File: config.mk
export PLATFORM = sky130hd
export DESIGN_NAME = atp_front
export DESIGN_NICKNAME = d
export VERILOG_FILES = /design/src/rtl/atp_pkg.sv /design/src/rtl/atp_front.sv
export SDC_FILE = /design/constraint.sdc
export NUM_CORES = 1
export LEC_CHECK = 0
export ABC_AREA = 1
export BUFFER_PORTS_ARGS = -buffer_cell sky130_fd_sc_hd__buf_4
export CELL_PAD_IN_SITES_DETAIL_PLACEMENT = 0
export CELL_PAD_IN_SITES_GLOBAL_PLACEMENT = 1
export CORE_MARGIN = 8
export CORE_UTILIZATION = 34
export CTS_CLUSTER_SIZE = 28
export DETAILED_ROUTE_END_ITERATION = 10
export GPL_ROUTABILITY_DRIVEN = 0
export PLACE_DENSITY = 0.95
export SYNTH_ARGS = -nofsm -noshare
export SYNTH_HDL_FRONTEND = slang
export SYNTH_SLANG_ARGS = --single-unit
File: constraint.sdc
create_clock -name clk_i -period 6.4 [get_ports clk_i]
set_input_delay 0.64 -clock clk_i [delete_from_list [all_inputs] [get_ports clk_i]]
set_output_delay 0.64 -clock clk_i [all_outputs]
set_load 0.01 [all_outputs]
File: src/rtl/atp_pkg.sv
package atp_pkg;

  localparam int unsigned GUARD      = 12;
  localparam int unsigned TABLE_LEN  = 24;
  localparam int unsigned ANGLE_FRAC = 16;
  localparam int unsigned OUT_W      = 15;
  localparam int unsigned IN_W       = 16;
  localparam int unsigned OFFSET_CD  = 9000;
  localparam int unsigned FULL_CD    = 18000;

  localparam longint ATAN_TAB [TABLE_LEN] = '{
    294912000, 174096719, 91987925, 46694507, 23437865, 11730358,
    5866610, 2933484, 1466764, 733385, 366693, 183346,
    91673, 45837, 22918, 11459, 5730, 2865,
    1432, 716, 358, 179, 90, 45
  };

  // per-angle override for degenerate inputs
  typedef struct packed {
    logic               pitch_en;
    logic [OUT_W-1:0]   pitch_val;
    logic               roll_en;
    logic [OUT_W-1:0]   roll_val;
  } sp_t;

  function automatic longint unsigned isqrt64(input longint unsigned v);
    longint unsigned res;
    longint unsigned bitv;
    longint unsigned rem;
    res  = 0;
    rem  = v;
    bitv = 64'd1 << 62;
    while (bitv > rem) bitv = bitv >> 2;
    while (bitv != 0) begin
      if (rem >= res + bitv) begin
        rem = rem - (res + bitv);
        res = (res >> 1) + bitv;
      end else begin
        res = res >> 1;
      end
      bitv = bitv >> 2;
    end
    return res;
  endfunction

  // ceil(a / b) by shift and subtract, elaboration only
  function automatic longint unsigned ceil_div64(input longint unsigned a,
                                                 input longint unsigned b);
    longint unsigned quo;
    longint unsigned rem;
    quo = 0;
    rem = 0;
    for (int i = 63; i >= 0; i--) begin
      rem = (rem << 1) | ((a >> i) & 64'd1);
      if (rem >= b) begin
        rem = rem - b;
        quo = quo | (64'd1 << i);
      end
    end
    if (rem != 0) quo = quo + 64'd1;
    return quo;
  endfunction

  // 1/K in Q24 for n iterations
  function automatic longint unsigned inv_gain(input int unsigned n);
    longint unsigned k;
    longint unsigned one60;
    longint unsigned d;
    longint unsigned q;
    k     = 64'd1 << 30;
    one60 = 64'd1 << 60;
    for (int unsigned i = 0; i < n; i++) begin
      d = (64'd1 << (2 * i)) + 64'd1;
      q = one60 - ceil_div64(one60, d);
      k = (k * isqrt64(q)) >> 30;
    end
    return k >> 6;
  endfunction

endpackage

File: src/rtl/atp_front.sv
module atp_front #(
  parameter int unsigned SAMPLE_BITS = 16
) (
  input  logic                          clk_i,
  input  logic                          rst_ni,
  input  logic                          in_valid_i,
  output logic                          in_ready_o,
  input  logic [atp_pkg::IN_W-1:0]      x_i,
  input  logic [atp_pkg::IN_W-1:0]      y_i,
  input  logic [atp_pkg::IN_W-1:0]      z_i,
  output logic                          push_valid_o,
  input  logic                          push_ready_i,
  output logic signed [SAMPLE_BITS-1:0] x_o,
  output logic signed [SAMPLE_BITS-1:0] y_o,
  output logic signed [SAMPLE_BITS-1:0] z_o,
  output atp_pkg::sp_t                  sp_o
);
  import atp_pkg::*;

  logic                          valid_q;
  logic signed [SAMPLE_BITS-1:0] x_q, y_q, z_q;
  sp_t                           sp_q, sp_d;
  logic [23:0]                   xw, yw, zw;
  logic signed [SAMPLE_BITS-1:0] xs, ys, zs;

  assign xw = 24'(x_i);
  assign yw = 24'(y_i);
  assign zw = 24'(z_i);
  assign xs = xw[SAMPLE_BITS-1:0];
  assign ys = yw[SAMPLE_BITS-1:0];
  assign zs = zw[SAMPLE_BITS-1:0];

  function automatic logic [OUT_W-1:0] deg_val(input logic signed [SAMPLE_BITS-1:0] num);
    logic [OUT_W-1:0] r;
    r = OUT_W'(OFFSET_CD);
    if (num > 0) r = OUT_W'(FULL_CD);
    else if (num < 0) r = '0;
    return r;
  endfunction

  always_comb begin
    sp_d.pitch_en  = (ys == 0 && zs == 0) || xs == 0;
    sp_d.pitch_val = deg_val(xs);
    sp_d.roll_en   = (xs == 0 && zs == 0) || ys == 0;
    sp_d.roll_val  = deg_val(ys);
  end

  assign in_ready_o   = !valid_q || push_ready_i;
  assign push_valid_o = valid_q;
  assign x_o = x_q;
  assign y_o = y_q;
  assign z_o = z_q;
  assign sp_o = sp_q;

  always_ff @(posedge clk_i or negedge rst_ni) begin
    if (!rst_ni) begin
      valid_q <= 1'b0;
    end else if (in_ready_o) begin
      valid_q <= in_valid_i;
    end
  end

  always_ff @(posedge clk_i) begin
    if (in_ready_o && in_valid_i) begin
      x_q  <= xs;
      y_q  <= ys;
      z_q  <= zs;
      sp_q <= sp_d;
    end
  end

endmodule

Word-level counts from Yosys, hierarchy flattened
Cells that the tools add are included.
{"block": "totals", "in_bits": 52, "ff_bits": 81}
{"block": "classes", "n_reduce_logical": 10, "mux": 2, "n_lt_le_gt_ge": 4}
{"operator": "zero test 32 bit", "count": 3}
{"operator": "greater-than comparator 16 x 1 -> 1 bit (second input constant)", "count": 2}
{"operator": "< comparator 16 x 1 -> 1 bit (second input constant)", "count": 2}
{"operator": "2-to-1 mux 14 bit", "count": 2}
{"operator": "logical AND 1 bit", "count": 3}
{"operator": "logical OR 1 bit", "count": 3}
{"operator": "zero test 1 bit", "count": 1}

Longest topological paths before layout
{"block": "depth", "word_depth": 3, "mapped_depth": 6, "mapped_depth_nobuf": 6}

Worst setup path before layout
Ideal clock, no wire load.
{"block": "synth_path", "path_type": "input -> register", "from": "in in_valid_i", "to": "reg sp_q, in the netlist sp_o[10], enable pin", "cell_stages": 2, "setup_ns": 0.488, "slack_ns": 2.505, "arrival_time_ns": 3.407, "cell_sequence": "inv_1 a21oi_1"}
{"block": "synth_between", "elab_chain_len": 1}
{"item": "start, declared", "line_no": "atp_front.sv:6", "source": "input logic in_valid_i,"}
{"item": "logical AND 1 bit", "line_no": "atp_front.sv:64", "source": "if (in_ready_o && in_valid_i) begin"}
{"item": "end signal, assigned", "line_no": "atp_front.sv:68", "source": "sp_q <= sp_d;"}
{"item": "end, declared", "line_no": "atp_front.sv:22", "source": "sp_t sp_q, sp_d;"}
Every way passes these cells.
A chain may end at the register's enable or synchronous reset.

Worst setup path in the final report
{"block": "layout_path", "from": "in push_ready_i", "to": "out in_ready_o"}
{"block": "layout_between", "elab_chain_len": 1}
{"item": "start, declared", "line_no": "atp_front.sv:12", "source": "input logic push_ready_i,"}
{"item": "logical OR 1 bit", "line_no": "atp_front.sv:48", "source": "assign in_ready_o = !valid_q || push_ready_i;"}
{"item": "end, declared", "line_no": "atp_front.sv:7", "source": "output logic in_ready_o,"}
Every way passes these cells.

==> results by group <==
Run
  – Maxcap violations: 0

Detailed routing
  – DR iter-0 viols: 36
  – Pre-Repair DR Iteration Count: 4
  – DR vias: 1,420
  – DRC: 0
  – Routed Antenna Nets: 0
  – Wire length per cell: 15.2 um
  – WL final: 5170 um
  – DR vias/cell: 4.16

Critical path
  – Reg2reg start: push_valid_o
  – R2R depth: 2
  – Reg2Reg Capture Point: y_o[12]
  – Slowest Stage Delay on Critical Path: 0.15 ns
  – Slowest CP cell: buf_4
  – Crit-path max FO: 2
  – CP Cell Sequence: buf_4, inv_1, nand2_1, buf_4
  – CP most frequent cell: buf_4
  – Worst R2R Setup Slack: 4.87 ns
  – Crit end category: output pin
  – Worst endpoint data arrival time: 1.08 ns
  – Type of origin of the critical path: input pin
  – CP required: 5.76 ns
  – Crit Path Category: in -> out

Timing
  – Setup TNS: 0 ns
  – Slew headroom: 54.8%
  – Final setup violation count: 0
  – Final Hold Viols: 0
  – Max-slew violation count: 0
  – Clock Skew: 0.00612 ns
  – RSZ-0062 raised after global routing: no
  – Setup WS post-layout: 4.68 ns
  – Worst Tran Pin Value: 0.677 ns
  – Maximum clock rate: 583 MHz
  – Hold slack: 0.0829 ns
  – Final min period: 1.72 ns
  – Fin crit share: 26.8%

Die
  – Ports: 134
  – Die ar.: 0.00904 mm^2
  – CORE AREA: 0.00620 mm^2
  – Rows: 29
  – Die extent in x: 95.1 um
  – Die height: 95.1 um
  – Starting Density: 34.3%

CTS
  – Setup Fix Bufs, Post-CTS: 0
  – Clock H-tree levels: 3
  – Max Root-Sink Buffers: 2
  – Clock Pin Slew Worst Setup and Hold Paths: 0.06 ns
  – TritonCTS clock tree: built
  – Clock Latency Late Sink: 0.32 ns
  – Root buf cell: clkbuf_8
  – Post-CTS Hold Buffers: 0
  – Clock sink total: 57
  – Cts repair resizes: 0
  – Total CTS buffers: 9

Outcome
  – Status: complete, no violations

Synthesis
  – Synthesized area: 0.00213 mm^2
  – Synth top area cells: edfxtp_1 79%, buf_4 8.5%, nor2_1 5.3%
  – Synth cell types: 11
  – Syn Inst Count: 140
  – Synth Warn #: 0
  – Sequential share of the synthesized area: 80.2%
  – Flop and latch count out of synthesis: 57
  – Yosys top cell by area: edfxtp_1
  – Post-synth top area share: 79.1%
  – Syn_area_per_cell: 15.2 um^2

Final layout
  – Area growth syn-to-layout: 48.7%
  – Ant. Diodes: 0
  – Post-route insts no fill: 341
  – Layout Utilization: 51.0%
  – Layout cells sized above 1: 53.4%
  – Filler cell count in the final layout: 555
  – Nets@finish: 312

Power and ir drop
  – PwrDens: 253 mW/mm^2
  – Pleak: 1.38 nW
  – Maximum VDD drop: 0.0000993 V

Global route
  – First-pass GRT wire length: 7690 um
  – Number of antenna violations at the first check in global routing: 0
  – GRT Residual Overflow: 0
  – Largest net degree at the start of global routing: 57
  – Number of global-route vias before repair: 1,594
  – Tot GR Track Use: 11.3%

Place
  – HPWL Detailed: 4100 um
  – Placed insts: 326
  – Port-buffer cells: 121
  – Dpl ws: 4.53 ns

Hold path
  – Hold Path Class: in -> async
==> worst max path at each step <==
stage / cells past startpoint / to / slack (ns) / from
floorplan: 2 / sp_o[10] / 2.51 / in_valid_i
global placement: 4 / y_o[12] / 4.58 / push_ready_i
detailed placement: 4 / y_o[15] / 4.53 / push_ready_i
CTS: 4 / in_ready_o / 4.68 / push_ready_i
global route: 4 / in_ready_o / 4.67 / push_ready_i
finish: 4 / in_ready_o / 4.68 / push_ready_i
==> worst max-delay path: cells and delay by family <==
family                 cells  cell delay (ns)
buffers and inverters      3             0.36
AND/OR/NAND/NOR            1             0.08
==> cells in the mapped netlist, drive strengths merged <==
| library cell | n |
|---|---|
| edfxtp | 56 |
| nor2 | 32 |
| buf | 24 |
| nand2 | 17 |
| inv | 6 |
| o21ai | 2 |
| a21oi | 1 |
| conb | 1 |
| dfrtp | 1 |
==> stage by stage <==
step           power (mW)  cell area (um^2)
2_1_floorplan       0.488              2170
3_3_place_gp        0.543              3010
3_5_place_dp        0.546              3010
4_1_cts             0.813              3160
5_1_grt             0.837              3160
6_report            0.799              3160
==> cell usage in the layout, fill, tap and decap left out <==
| master | n |
|---|---|
| a21oi_4 | 1 |
| conb_1 | 12 |
| clkinv_1 | 1 |
| o21ai_2 | 2 |
| nand2_1 | 16 |
| inv_1 | 6 |
| nor2_1 | 30 |
| nor2_2 | 2 |
| buf_4 | 122 |
| clkinv_2 | 4 |
| clkbuf_8 | 9 |
| clkbuf_1 | 1 |
| dfrtp_1 | 1 |
| nand2_2 | 1 |
| edfxtp_1 | 56 |
==> power breakdown <==
group / internal [mW] / switching, mW / total (mW)
logic: 0.0495 / 0.0457 / 0.0952
registers: 0.435 / 0.00657 / 0.441
clock network: 0.134 / 0.129 / 0.263
==> sequential cells by signal (all words and copies together) (netlist names) <==
signal        count
push_valid_o      1
sp_o              8
x_o              16
y_o              16
z_o              16
==> area by class of cell <==
class,count,area [um^2],share of cell area (%)
Clock buffer,10,128,4.03
Clock inverter,5,23.8,0.752
Inverter,6,22.5,0.712
Multi-Input combinational cell,64,270,8.54
Sequential cell,57,1710,54.0
Tap cell,77,96.3,3.05
Timing Repair Buffer,122,916,29.0
==> cell families (layout without fill, tap and decap cells) <==
kind of cell | Yosys count | count (layout) | share of synthesized area, %
buffers and inverters | 30 | 143 | 9.53
other | 1 | 12 | 0.176
and+or+nand+nor | 49 | 49 | 9.00
DFF | 57 | 57 | 80.2
AOI/OAI and AO/OA | 3 | 3 | 1.06
==> layer usage <==
layer  up-vias  part of all wire [%]  track usage [%]  routed length (um)
li1        682                     -                -                   -
met1       643                    34             11.1                1750
met2        82                    52             19.4                2670
met3        13                    11             3.70                 572
met4         0                   3.4             8.84                 174
met5         -                     0                0                   0
Note: power is estimated with default switching activity, not from simulation.
