$ cat src/rtl/atp_queue.sv
module atp_queue #(
  parameter int unsigned WIDTH = 80
) (
  input  logic             clk_i,
  input  logic             rst_ni,
  input  logic             push_i,
  output logic             push_ready_o,
  input  logic [WIDTH-1:0] push_data_i,
  output logic             pop_valid_o,
  input  logic             pop_i,
  output logic [WIDTH-1:0] pop_data_o
);

  logic [WIDTH-1:0] mem_q [2];
  logic             wr_q, rd_q;
  logic [1:0]       cnt_q;
  logic             do_push, do_pop;

  assign push_ready_o = cnt_q != 2'd2;
  assign pop_valid_o  = cnt_q != 2'd0;
  assign pop_data_o   = mem_q[rd_q];
  assign do_push      = push_i && push_ready_o;
  assign do_pop       = pop_i && pop_valid_o;

  always_ff @(posedge clk_i or negedge rst_ni) begin
    if (!rst_ni) begin
      wr_q  <= 1'b0;
      rd_q  <= 1'b0;
      cnt_q <= 2'd0;
    end else begin
      if (do_push) wr_q <= !wr_q;
      if (do_pop) rd_q <= !rd_q;
      cnt_q <= cnt_q + 2'(do_push) - 2'(do_pop);
    end
  end

  always_ff @(posedge clk_i) begin
    if (do_push) mem_q[wr_q] <= push_data_i;
  end

endmodule

$ cat config.mk
export PLATFORM = sky130hd
export DESIGN_NAME = atp_queue
export DESIGN_NICKNAME = d
export VERILOG_FILES = /design/src/rtl/atp_queue.sv
export SDC_FILE = /design/constraint.sdc
export NUM_CORES = 1
export LEC_CHECK = 0
export ABC_CLOCK_PERIOD_IN_PS = 10000
export BUFFER_PORTS_ARGS = -buffer_cell sky130_fd_sc_hd__buf_2
export CORE_MARGIN = 3
export CORE_UTILIZATION = 56
export CTS_CLUSTER_DIAMETER = 120
export DETAILED_ROUTE_END_ITERATION = 7
export PLACE_DENSITY_LB_ADDON = 0.05
export SLEW_MARGIN = 20
export SYNTH_ARGS = -nofsm -noshare
export SYNTH_HDL_FRONTEND = slang
export SYNTH_SLANG_ARGS = --single-unit
$ cat constraint.sdc
create_clock -name clk_i -period 10 [get_ports clk_i]
set_clock_uncertainty 0.1 [all_clocks]
set_input_delay 1.5 -clock clk_i [delete_from_list [all_inputs] [get_ports clk_i]]
set_output_delay 1.5 -clock clk_i [all_outputs]
set_load 0.05 [all_outputs]
# --- Word level (Yosys, flattened, before mapping) ---
# Memories as Yosys holds them, arrays and structs flattened.
# Cells that the tools add are included.
totals:
  regBits: 4
  latch_bits: 0
  mem_bits_rw: 160
  rom_bits: 0
  in_bits: 84
  out_inout_bits: 82
  wordCells: 14
  mem_count: 1
mem_list:
  columns: ["name", "words", "width", "rd", "rd_ports_with_merged_regs", "write_ports", "line_no", "rtl"]
  rows:
  - ["mem_q", 2, 80, 1, 0, 1, "14", "logic [WIDTH-1:0] mem_q [2];"]
classes:
  addsub: 2
  mul: 0
  n_div: 0
  order_cmp: 0
  eq_ne: 1
  shifts: 0
  mux: 2
  bitwise: 0
  reduce_logical: 5
ops:
  columns: ["operator", "n"]
  rows:
  - ["adder 2 x 1 -> 2 bit", 1]
  - ["logical AND 1 bit", 2]
  - ["logical NOT 1 bit", 2]
  - ["2-to-1 mux 1 bit", 2]
  - ["inequality test 2 bit (second input constant)", 1]
  - ["nonzero test 2 bit", 1]
  - ["subtractor 2 x 1 -> 2 bit", 1]

# --- Depth between registers and ports, before layout ---
# Gate-level depths: netlist of run 1.
logic_depth:
  depth_word: 4
  ltp_mapped: 5
  mapped_depth_nobuf: 5

# --- Worst setup path after synthesis of run 1 ---
# Ideal clock, no wire load.
synth_path:
  kind: "input to register"
  startpoint: "input port push_i"
  endpoint: "memory mem_q[0][0], enable pin"
  setup_time_ns: 0.519
  arrival_time_ns: 4.932
  required_time_ns: 9.381
  slack_ns: 4.449
  path_stages: 2
  path_buffers: 0
  path_cell_list: "nand2_1 -> nor2_1"
synth_via:
  elab_chain_cells: 3
synth_rtl:
  columns: ["item", "line_no", "rtl"]
  rows:
  - ["from (decl)", "6", "input logic push_i,"]
  - ["logical AND 1 bit", "22", "assign do_push = push_i && push_ready_o;"]
  - ["2-to-1 mux 1 bit", "38", "if (do_push) mem_q[wr_q] <= push_data_i;"]
  - ["2-to-1 mux 1 bit (implied by the code)", "38", null]
  - ["to (decl)", "14", null]
# No other way between the ends.

# --- Final worst setup path of run 1 ---
layout_path:
  startpoint: "register rd_q"
  endpoint: "output port pop_data_o[70]"
layout_via:
  elab_chain_cells: 1
layout_rtl:
  columns: ["item", "line_no", "rtl"]
  rows:
  - ["from (decl)", "15", "logic wr_q, rd_q;"]
  - ["from (signal assigned)", "32", "if (do_pop) rd_q <= !rd_q;"]
  - ["memory read (2 x 80 bit)", null, null]
  - ["to (decl)", "11", "output logic [WIDTH-1:0] pop_data_o"]
# No other way between the ends.

==> impl_metrics.tcl, run 1 <==
set metrics [dict create \
    clockBufferDepth 2 \
    hold_buffers 0 \
    status "complete, no violations" \
    hold_ws_ns 0.4544 \
    postRouteAntennaNets 0 \
    relSlewSlack_pct 48.63 \
    area_growth_pct 25.14 \
    diodes 0 \
    p_clk_share_pct 20.7 \
    ys_ff_latch 164 \
    synth_cell_type_count 18 \
    synth_cells 271 \
    syn_area_per_cell_sq_um 22.12 \
    rrSetupSlack_ns 7.47 \
    drv_cap 0 \
    rows 37 \
    internal_power_mw 1.538 \
    numCtsBuffers 17 \
    arrival_ns 2.15 \
    h-tree-depth 4 \
    fin_util_pct 72.32 \
    p_leak_nw 2.818 \
    worst_setup_path_end_kind "output port" \
    drt_iter0_markers 127 \
    critPathKind "reg2out" \
    grt_max_degree 82 \
    drive_gt1_share_pct 61.26 \
    dp_slack_ns 6.395 \
    post-route-drc-count 0 \
    tightest_slew_ns 0.7705 \
    rsz0062_at_grt "false" \
    die_height_microns 109.5 \
    comb_power_share_pct 40.9 \
    postCtsSetupBuffers 0 \
    timing.final.crit_share_pct 37.47 \
    fin_crit_ns 3.747 \
    cp_max_fo 53 \
    max-vdd-ir-drop_mv 0.1990 \
    cts_tree "yes" \
    vias_per_cell 5.145 \
    grt_pass1_vias 3140 \
    cts-root-buf "clkbuf_8" \
    start_kind "register" \
    slew_viol_final 0 \
    vias 3077 \
    setup_ws_ns 6.253 \
    powerDensity_nw_per_um2 348.2 \
    switching_power_mw 1.073 \
    worstHoldPathType "reg2reg" \
    yosysWarnings 0 \
    fmaxAchievable_mhz 266.9 \
    setup_tns_ns 0 \
    p_seq_share_pct 38.3 \
    port_buffers 165 \
    final_cell_mix "buf_2, edfxtp_1, mux2_2" \
    setup-violations-final 0 \
    grt-ovfl-total 0 \
    synthesis.area_sq_um 5993 \
    dp_hpwl_microns 6435 \
    required_ns 8.40 \
    sw_frac_of_total_pct 41.09 \
    grt_usage_pct 17.42 \
    hold_viol_final 0 \
    fp.dieW_microns 109.5 \
    grt_pass1_wl_microns 15040 \
    drtPass1Iterations 6 \
    ioPinCount 166 \
    ctsResizeCount 0 \
    nNetsFinal 534 \
    routabilityCongestion 0.6885 \
    synth-seq-area-share_pct 81.84 \
    dieArea_sq_um 11980 \
    wl_microns 10100 \
    antenna_found_initial 2 \
    initial_utilization_pct 57.79 \
    clock_latency_ns 0.51 \
    core_area_sq_um 10370 \
    synth_nets 356 \
    cts.sinks 164 \
    final_common_cell "buf_2" \
    clk_pin_slew_worst_paths_ns 0.06 \
    routedWlPerCell_microns 16.88 \
]
-- routing by layer --
layer  routed length (microns)  global-route usage (%)  vias up
met5                        14                       0        -
met4                       206                   7.391        4
met3                       875                   7.810       18
met2                      5251                   29.12      126
met1                      3748                   19.36     1489
li1                          -                       -     1440
-- worst max-delay path: stages, from the launching register on --
cell and delay [ns]:
dfrtp_4 0.69, buf_16 0.32, mux2_2 0.39, buf_2 0.21
-- worst paths after layout --
check	start	to	cells after the start
hold reg to reg	wr_q	wr_q	1
setup reg to reg	cnt_q[0]	mem_q[0][78]	4
hold / removal	wr_q	wr_q	1
max in group asynchronous	rst_ni	rd_q	1
min in group asynchronous	rst_ni	wr_q	1
setup / recovery	rd_q	pop_data_o[70]	3
-- registers in the layout, indices dropped and copies added, names as in the netlist --
signal / flops
wr_q: 1
cnt_q: 2
mem_q: 160
rd_q: 1
-- logic make-up (layout without fill, tap and decap cells) --
group / after synthesis / count (layout) / synth area share, %
DFF: 164 / 164 / 81.84
buffers and inverters: 9 / 200 / 1.086
adders and majority gates: 1 / 1 / 0.2087
and+or+nand+nor: 11 / 11 / 1.002
AOI/OAI and AO/OA: 3 / 3 / 0.3966
muxes: 80 / 80 / 15.03
xor gates and xnor gates: 3 / 3 / 0.4385
-- cells in the mapped netlist (all sizes together) --
cell type    n  area share, %
edfxtp     160             80
mux2        80             15
buf          9            1.1
dfrtp        4            1.7
nor2         3           0.19
xnor2        3           0.44
nand2        2           0.13
a311oi       1           0.15
and3         1           0.13
ha           1           0.21
nand2b       1           0.10
nand3        1          0.083
nor2b        1           0.10
nor4bb       1           0.17
o21ai        1          0.083
o21ba        1           0.17
or2          1           0.10
-- stage by stage --
stage          std cells  total power [mW]  area (sq um)
6_report             598             2.611          7500
5_1_grt              598             2.734          7500
4_1_cts              596             2.631          7452
3_5_place_dp         564             2.085          6947
3_3_place_gp         564             2.074          6947
2_1_floorplan        271             1.873          5993
-- power by group through the flow --
stage	Sequential [mW]	Clock, mW	Combinational (mW)
floorplan	0.989	0	0.883
global placement	1.05	0	1.02
detailed placement	1.06	0	1.02
CTS	1.05	0.557	1.03
global route	1.02	0.592	1.12
finish	1.00	0.542	1.07
-- layout make-up --
cell class / count / area, sq um
clock buffers: 17 / 414.1
clock inverters: 15 / 91.34
fillers: 708 / 2870
multi-input cells: 98 / 1035
flip-flops and latches: 164 / 4908
well taps: 136 / 170.2
repair buffers: 168 / 880.8
Note: power is estimated with default switching activity, not from simulation.
==> run 2: changes to the inputs <==
--- a/config.mk
+++ b/config.mk
@@ -5,10 +5,11 @@
 export SDC_FILE = /design/constraint.sdc
 export NUM_CORES = 1
 export LEC_CHECK = 0
-export ABC_CLOCK_PERIOD_IN_PS = 10000
+export ABC_AREA = 1
+export ABC_CLOCK_PERIOD_IN_PS = 3500
 export BUFFER_PORTS_ARGS = -buffer_cell sky130_fd_sc_hd__buf_2
 export CORE_MARGIN = 3
-export CORE_UTILIZATION = 56
+export CORE_UTILIZATION = 54
 export CTS_CLUSTER_DIAMETER = 120
 export DETAILED_ROUTE_END_ITERATION = 7
 export PLACE_DENSITY_LB_ADDON = 0.05
==> constraint.sdc (replaced) <==
create_clock -name clk_i -period 3.5 [get_ports clk_i]
set_clock_uncertainty 0.1 [all_clocks]
set_input_delay 0.525 -clock clk_i [delete_from_list [all_inputs] [get_ports clk_i]]
set_output_delay 0.525 -clock clk_i [all_outputs]
set_load 0.05 [all_outputs]
==> impl_metrics.tcl, run 2 <==
set metrics [dict create \
    status "complete, no violations" \
    cts_tree "yes" \
    dieArea_sq_um 14290 \
    grt_max_degree 82 \
    cts.sinks 164 \
    fin_area_sq_um 8437 \
    core_area_sq_um 12310 \
    drtPass1Iterations 4 \
    hold_ws_ns 0.2000 \
    die_height_microns 119.5 \
    powerDensity_nw_per_um2 1051 \
    timing.final.crit_share_pct 84.19 \
    drv_cap 0 \
    vias 3797 \
    grt_pass1_wl_microns 19510 \
    arrival_ns 2.32 \
    fmaxAchievable_mhz 339.4 \
    drt_iter0_markers 235 \
    clockBufferDepth 2 \
    synthesis.area_sq_um 6962 \
    clk_pin_slew_worst_paths_ns 0.06 \
    postCtsSetupBuffers 0 \
    cp_max_fo 81 \
    rows 40 \
    p_leak_nw 3.698 \
    diodes 0 \
    wl_microns 12330 \
    initial_utilization_pct 56.54 \
    drive_gt1_share_pct 56.78 \
    rsz0062_at_grt "false" \
    async_reset_ff_share_pct 2.439 \
    final_common_cell "buf_2" \
    syn_area_per_cell_sq_um 15.50 \
    yosysMostFrequentCell "edfxtp_1" \
    setup_tns_ns 0 \
    synth-seq-area-share_pct 70.45 \
    seq_area_sq_um 4906 \
    cts-root-buf "clkbuf_16" \
    synthTopCellsByCount "edfxtp_1, nand2_1, nand2_2" \
    fillers 908 \
    netlist.area_leader.share_pct 69.02 \
    largest_reg_flops 160 \
    ioPinCount 166 \
    vias_per_cell 4.734 \
    nNetsFinal 706 \
    worstHoldPathType "in2reg" \
    placed_cell_area_sq_um 7855 \
    h-tree-depth 4 \
    numCtsBuffers 17 \
    fin_crit_ns 2.947 \
    yosysWarnings 0 \
    ys_ff_latch 164 \
    hold_buffers 1 \
    tightest_slew_ns 0.8758 \
    clock_latency_ns 0.41 \
    critPathKind "reg2out" \
    hold_viol_final 0 \
    worst_setup_path_end_kind "output port" \
    ctsResizeCount 0 \
    required_ns 2.87 \
    dp_slack_ns 0.9129 \
    dp_hpwl_microns 7856 \
    post-route-drc-count 0 \
    setup_ws_ns 0.5534 \
    postRouteAntennaNets 0 \
    synth_area_leaders "edfxtp_1, nand2_4, nand2_2" \
    grt-ovfl-total 0 \
    synth_nets 534 \
    yosys.area.top_type "edfxtp_1" \
    grt_pass1_vias 3889 \
    slew_viol_final 0 \
    synthFlopType "edfxtp_1" \
    area_growth_pct 21.19 \
    port_buffers 165 \
    antenna_found_initial 0 \
    synth_edf_count 160 \
    start_kind "register" \
    regMostFlops "mem_q" \
    fp.dieW_microns 119.5 \
    synth_cells 449 \
    grt_usage_pct 17.92 \
    p_total_mw 8.865 \
    multiInputGateArea_sq_um 1815 \
    setup-violations-final 0 \
    routabilityCongestion 0.7419 \
    max-vdd-ir-drop_mv 0.5765 \
    reg_top3 "mem_q: 160 flops, cnt_q: 2 flops" \
    relSlewSlack_pct 41.61 \
    synth_cell_type_count 18 \
    final_cell_mix "buf_2, edfxtp_1, nand2_1" \
    routedWlPerCell_microns 15.37 \
]
[run 2: where the power goes]
group          switching (mW)  leakage, nW  internal, mW  total [mW]
logic                    3.20         1.89         0.928        4.13
registers               0.267         1.53          2.69        2.96
clock network           0.679        0.276          1.10        1.78
total                    4.15         3.70          4.72        8.87
[run 2: worst max-delay path: stages, from the launching register on]
cell,delay (ns)
dfrtp_2,0.69
inv_12,0.78
nand2_4,0.06
nand2_2,0.09
buf_2,0.26
[run 2: cell type report]
class	count	share of cell area (%)
timing repair buffer	170	10.56
multi-input combinational	260	21.52
clock buffer	18	5.087
sequential	164	58.15
clock inverter	14	1.691
tap	168	2.491
inverter	8	0.5042
[run 2: routing by layer]
layer | wire (microns) | GRT usage [%]
met5 | 0 | 0
met4 | 183 | 6.586
met3 | 997 | 6.833
met2 | 6260 | 30.26
met1 | 4887 | 20.94
[run 2: final timing paths]
kind	startpoint	endpoint	slack, ns	depth (start not counted)
min	push_data_i[24]	mem_q[1][24]	0.20	1
min in group asynchronous	rst_ni	wr_q	0.38	2
max	rd_q	pop_data_o[19]	0.55	4
max in group asynchronous	rst_ni	rd_q	2.77	2
min reg2reg	cnt_q[0]	cnt_q[0]	0.48	1
max reg2reg	cnt_q[1]	mem_q[1][68]	1.48	4
[run 2: through the flow]
stage / utilization [%] / cells
finish: 68.53 / 802
global route: 68.53 / 802
CTS: 68.53 / 802
detailed placement: 63.80 / 769
global placement: 63.80 / 769
floorplan: - / 449
[run 2: logic make-up after synthesis]
logic type	Yosys count	share of synthesized area (%)
buffers and inverters	25	3.648
AO/OA/AOI/OAI	2	0.1436
flip-flops	164	70.45
AND/OR/NAND/NOR	256	25.45
XOR/XNOR	1	0.1258
adder cells (fa/ha/maj)	1	0.1797
==> run 3: changes to the inputs <==
--- a/config.mk
+++ b/config.mk
@@ -6,7 +6,7 @@
 export NUM_CORES = 1
 export LEC_CHECK = 0
 export ABC_AREA = 1
-export ABC_CLOCK_PERIOD_IN_PS = 3500
+export ABC_CLOCK_PERIOD_IN_PS = 2800
 export BUFFER_PORTS_ARGS = -buffer_cell sky130_fd_sc_hd__buf_2
 export CORE_MARGIN = 3
 export CORE_UTILIZATION = 54
==> constraint.sdc (replaced) <==
create_clock -name clk_i -period 2.8 [get_ports clk_i]
set_clock_uncertainty 0.1 [all_clocks]
set_input_delay 0.42 -clock clk_i [delete_from_list [all_inputs] [get_ports clk_i]]
set_output_delay 0.42 -clock clk_i [all_outputs]
set_load 0.05 [all_outputs]
==> impl_metrics.tcl, run 3 (synthesis results as in run 2) <==
set metrics [dict create \
    status "complete, no violations" \
    rows 40 \
    worstHoldPathType "in2reg" \
    dieArea_sq_um 14290 \
    r2r_end "mem_q[1][38]" \
    die_height_microns 119.5 \
    required_ns 2.28 \
    final_common_cell "buf_2" \
    rrSetupSlack_ns 0.90 \
    setup-violations-final 0 \
    p_leak_nw 3.715 \
    grt_pass1_vias 4017 \
    cpMaxStageDelayCell "buf_6" \
    postRouteAntennaNets 0 \
    post-route-drc-count 0 \
    worst_setup_path_end_kind "output port" \
    port_buffers 165 \
    arrival_ns 1.97 \
    vias_per_cell 4.817 \
    drive_gt1_share_pct 56.88 \
    reg_top3 "mem_q: 160 flops, cnt_q: 2 flops" \
    cts_tree "yes" \
    p_total_mw 10.97 \
    relSlewSlack_pct 55.07 \
    max-vdd-ir-drop_mv 0.7861 \
    grt-ovfl-total 0 \
    dp_hpwl_microns 7985 \
    critPathCapture "pop_data_o[62]" \
    ioPinCount 166 \
    rsz0062_at_grt "false" \
    regMostFlops "mem_q" \
    nNetsFinal 712 \
    grt_pass1_wl_microns 19490 \
    largest_reg_flops 160 \
    critPathKind "reg2out" \
    drtPass1Iterations 4 \
    hold_viol_final 0 \
    vias 3892 \
    cp-startpoint "rd_q" \
    r2r-start "cnt_q[1]" \
    final_cell_mix "buf_2, edfxtp_1, nand2_1" \
    start_kind "register" \
    cp_max_fo 80 \
    fmaxAchievable_mhz 401.5 \
    antenna_found_initial 0 \
    path_cells "buf_6 > nand2_1 > nand2_2 > buf_2" \
    reg2reg_depth 4 \
    tightest_slew_ns 0.6740 \
    routabilityCongestion 0.7257 \
    grt_usage_pct 17.85 \
    clk_pin_slew_worst_paths_ns 0.06 \
    max_stage_delay_ns 0.52 \
    seq_area_sq_um 4906 \
    cts-root-buf "clkbuf_16" \
    fp.dieW_microns 119.5 \
    routedWlPerCell_microns 15.21 \
    clock_latency_ns 0.41 \
    h-tree-depth 4 \
    initial_utilization_pct 56.54 \
    postCtsSetupBuffers 0 \
    fin_crit_ns 2.491 \
    powerDensity_nw_per_um2 1298 \
    core_area_sq_um 12310 \
    drv_cap 0 \
    numCtsBuffers 17 \
    diodes 0 \
    area_growth_pct 21.41 \
    wl_microns 12290 \
    cts.sinks 164 \
    slew_viol_final 0 \
    timing.final.crit_share_pct 88.95 \
    clockBufferDepth 2 \
    fillers 904 \
    drt_iter0_markers 277 \
    grt_max_degree 81 \
    fin_util_pct 68.65 \
    multiInputGateArea_sq_um 1815 \
]
## run 3: changes by cell type in the layout (fill, tap and decap cells not counted), sizes merged
cell / delta
clkinv: -4
buf: +6
bufinv: -2
clkbuf: +7
clkinvlp: -1
## run 3: stage by stage
step | worst slack (ns) | area [sq um] | setup TNS, ns | cells | hold slack [ns]
6_report | 0.3095 | 8452 | 0 | 808 | 0.09100
5_1_grt | 0.1669 | 8452 | 0 | 808 | 0.07313
4_1_cts | 0.06405 | 8448 | 0 | 808 | 0.07105
3_5_place_dp | 0.5401 | 7925 | 0 | 775 | 0.1338
3_3_place_gp | 0.5547 | 7925 | 0 | 775 | 0.1318
2_1_floorplan | -0.6444 | 6964 | -102.11 | 449 | 0.02441
## run 3: where the power goes
part           switching [mW]  internal [mW]
logic                    4.10           1.22
clock network           0.816           1.21
registers               0.256           3.36
total                    5.17           5.79
## run 3: per-layer routing
layer  part of all wire [%]  GRT usage, %
met1                     39         21.17
met2                     52         29.77
met3                    6.9         6.268
met4                    2.1         7.445
met5                      0             0
## run 3: how the worst min path moves through the flow
stage                    start            to  slack (ns)  depth (start not counted)
2_1_floorplan           rst_ni      cnt_q[0]        0.02                          0
3_3_place_gp            rst_ni      cnt_q[1]        0.13                          1
3_5_place_dp            rst_ni      cnt_q[0]        0.13                          1
4_1_cts         push_data_i[5]   mem_q[0][5]        0.07                          1
5_1_grt         push_data_i[5]   mem_q[0][5]        0.07                          1
6_report       push_data_i[22]  mem_q[1][22]        0.09                          1
## run 3: final cells by class
type                            instances  area share (%)
Inverter                                8          0.5033
Clock inverter                          7          0.6810
Multi-Input combinational cell        260           21.48
Tap cell                              168           2.487
Clock buffer                           25           5.389
Sequential cell                       164           58.05
Timing Repair Buffer                  176           11.41
## run 3: worst max-delay path, delay by kind of cell (launching register included)
family	cells	cell delay (ns)
AND/OR/NAND/NOR	2	0.27
flip-flops	1	0.45
buffers and inverters	2	0.78
## run 3: timing repair
item,CTS,global route
endpoints found under the setup margin,0,12
hold endpoints to repair,4,0
hold buffers,1,0
gates resized for setup,0,1
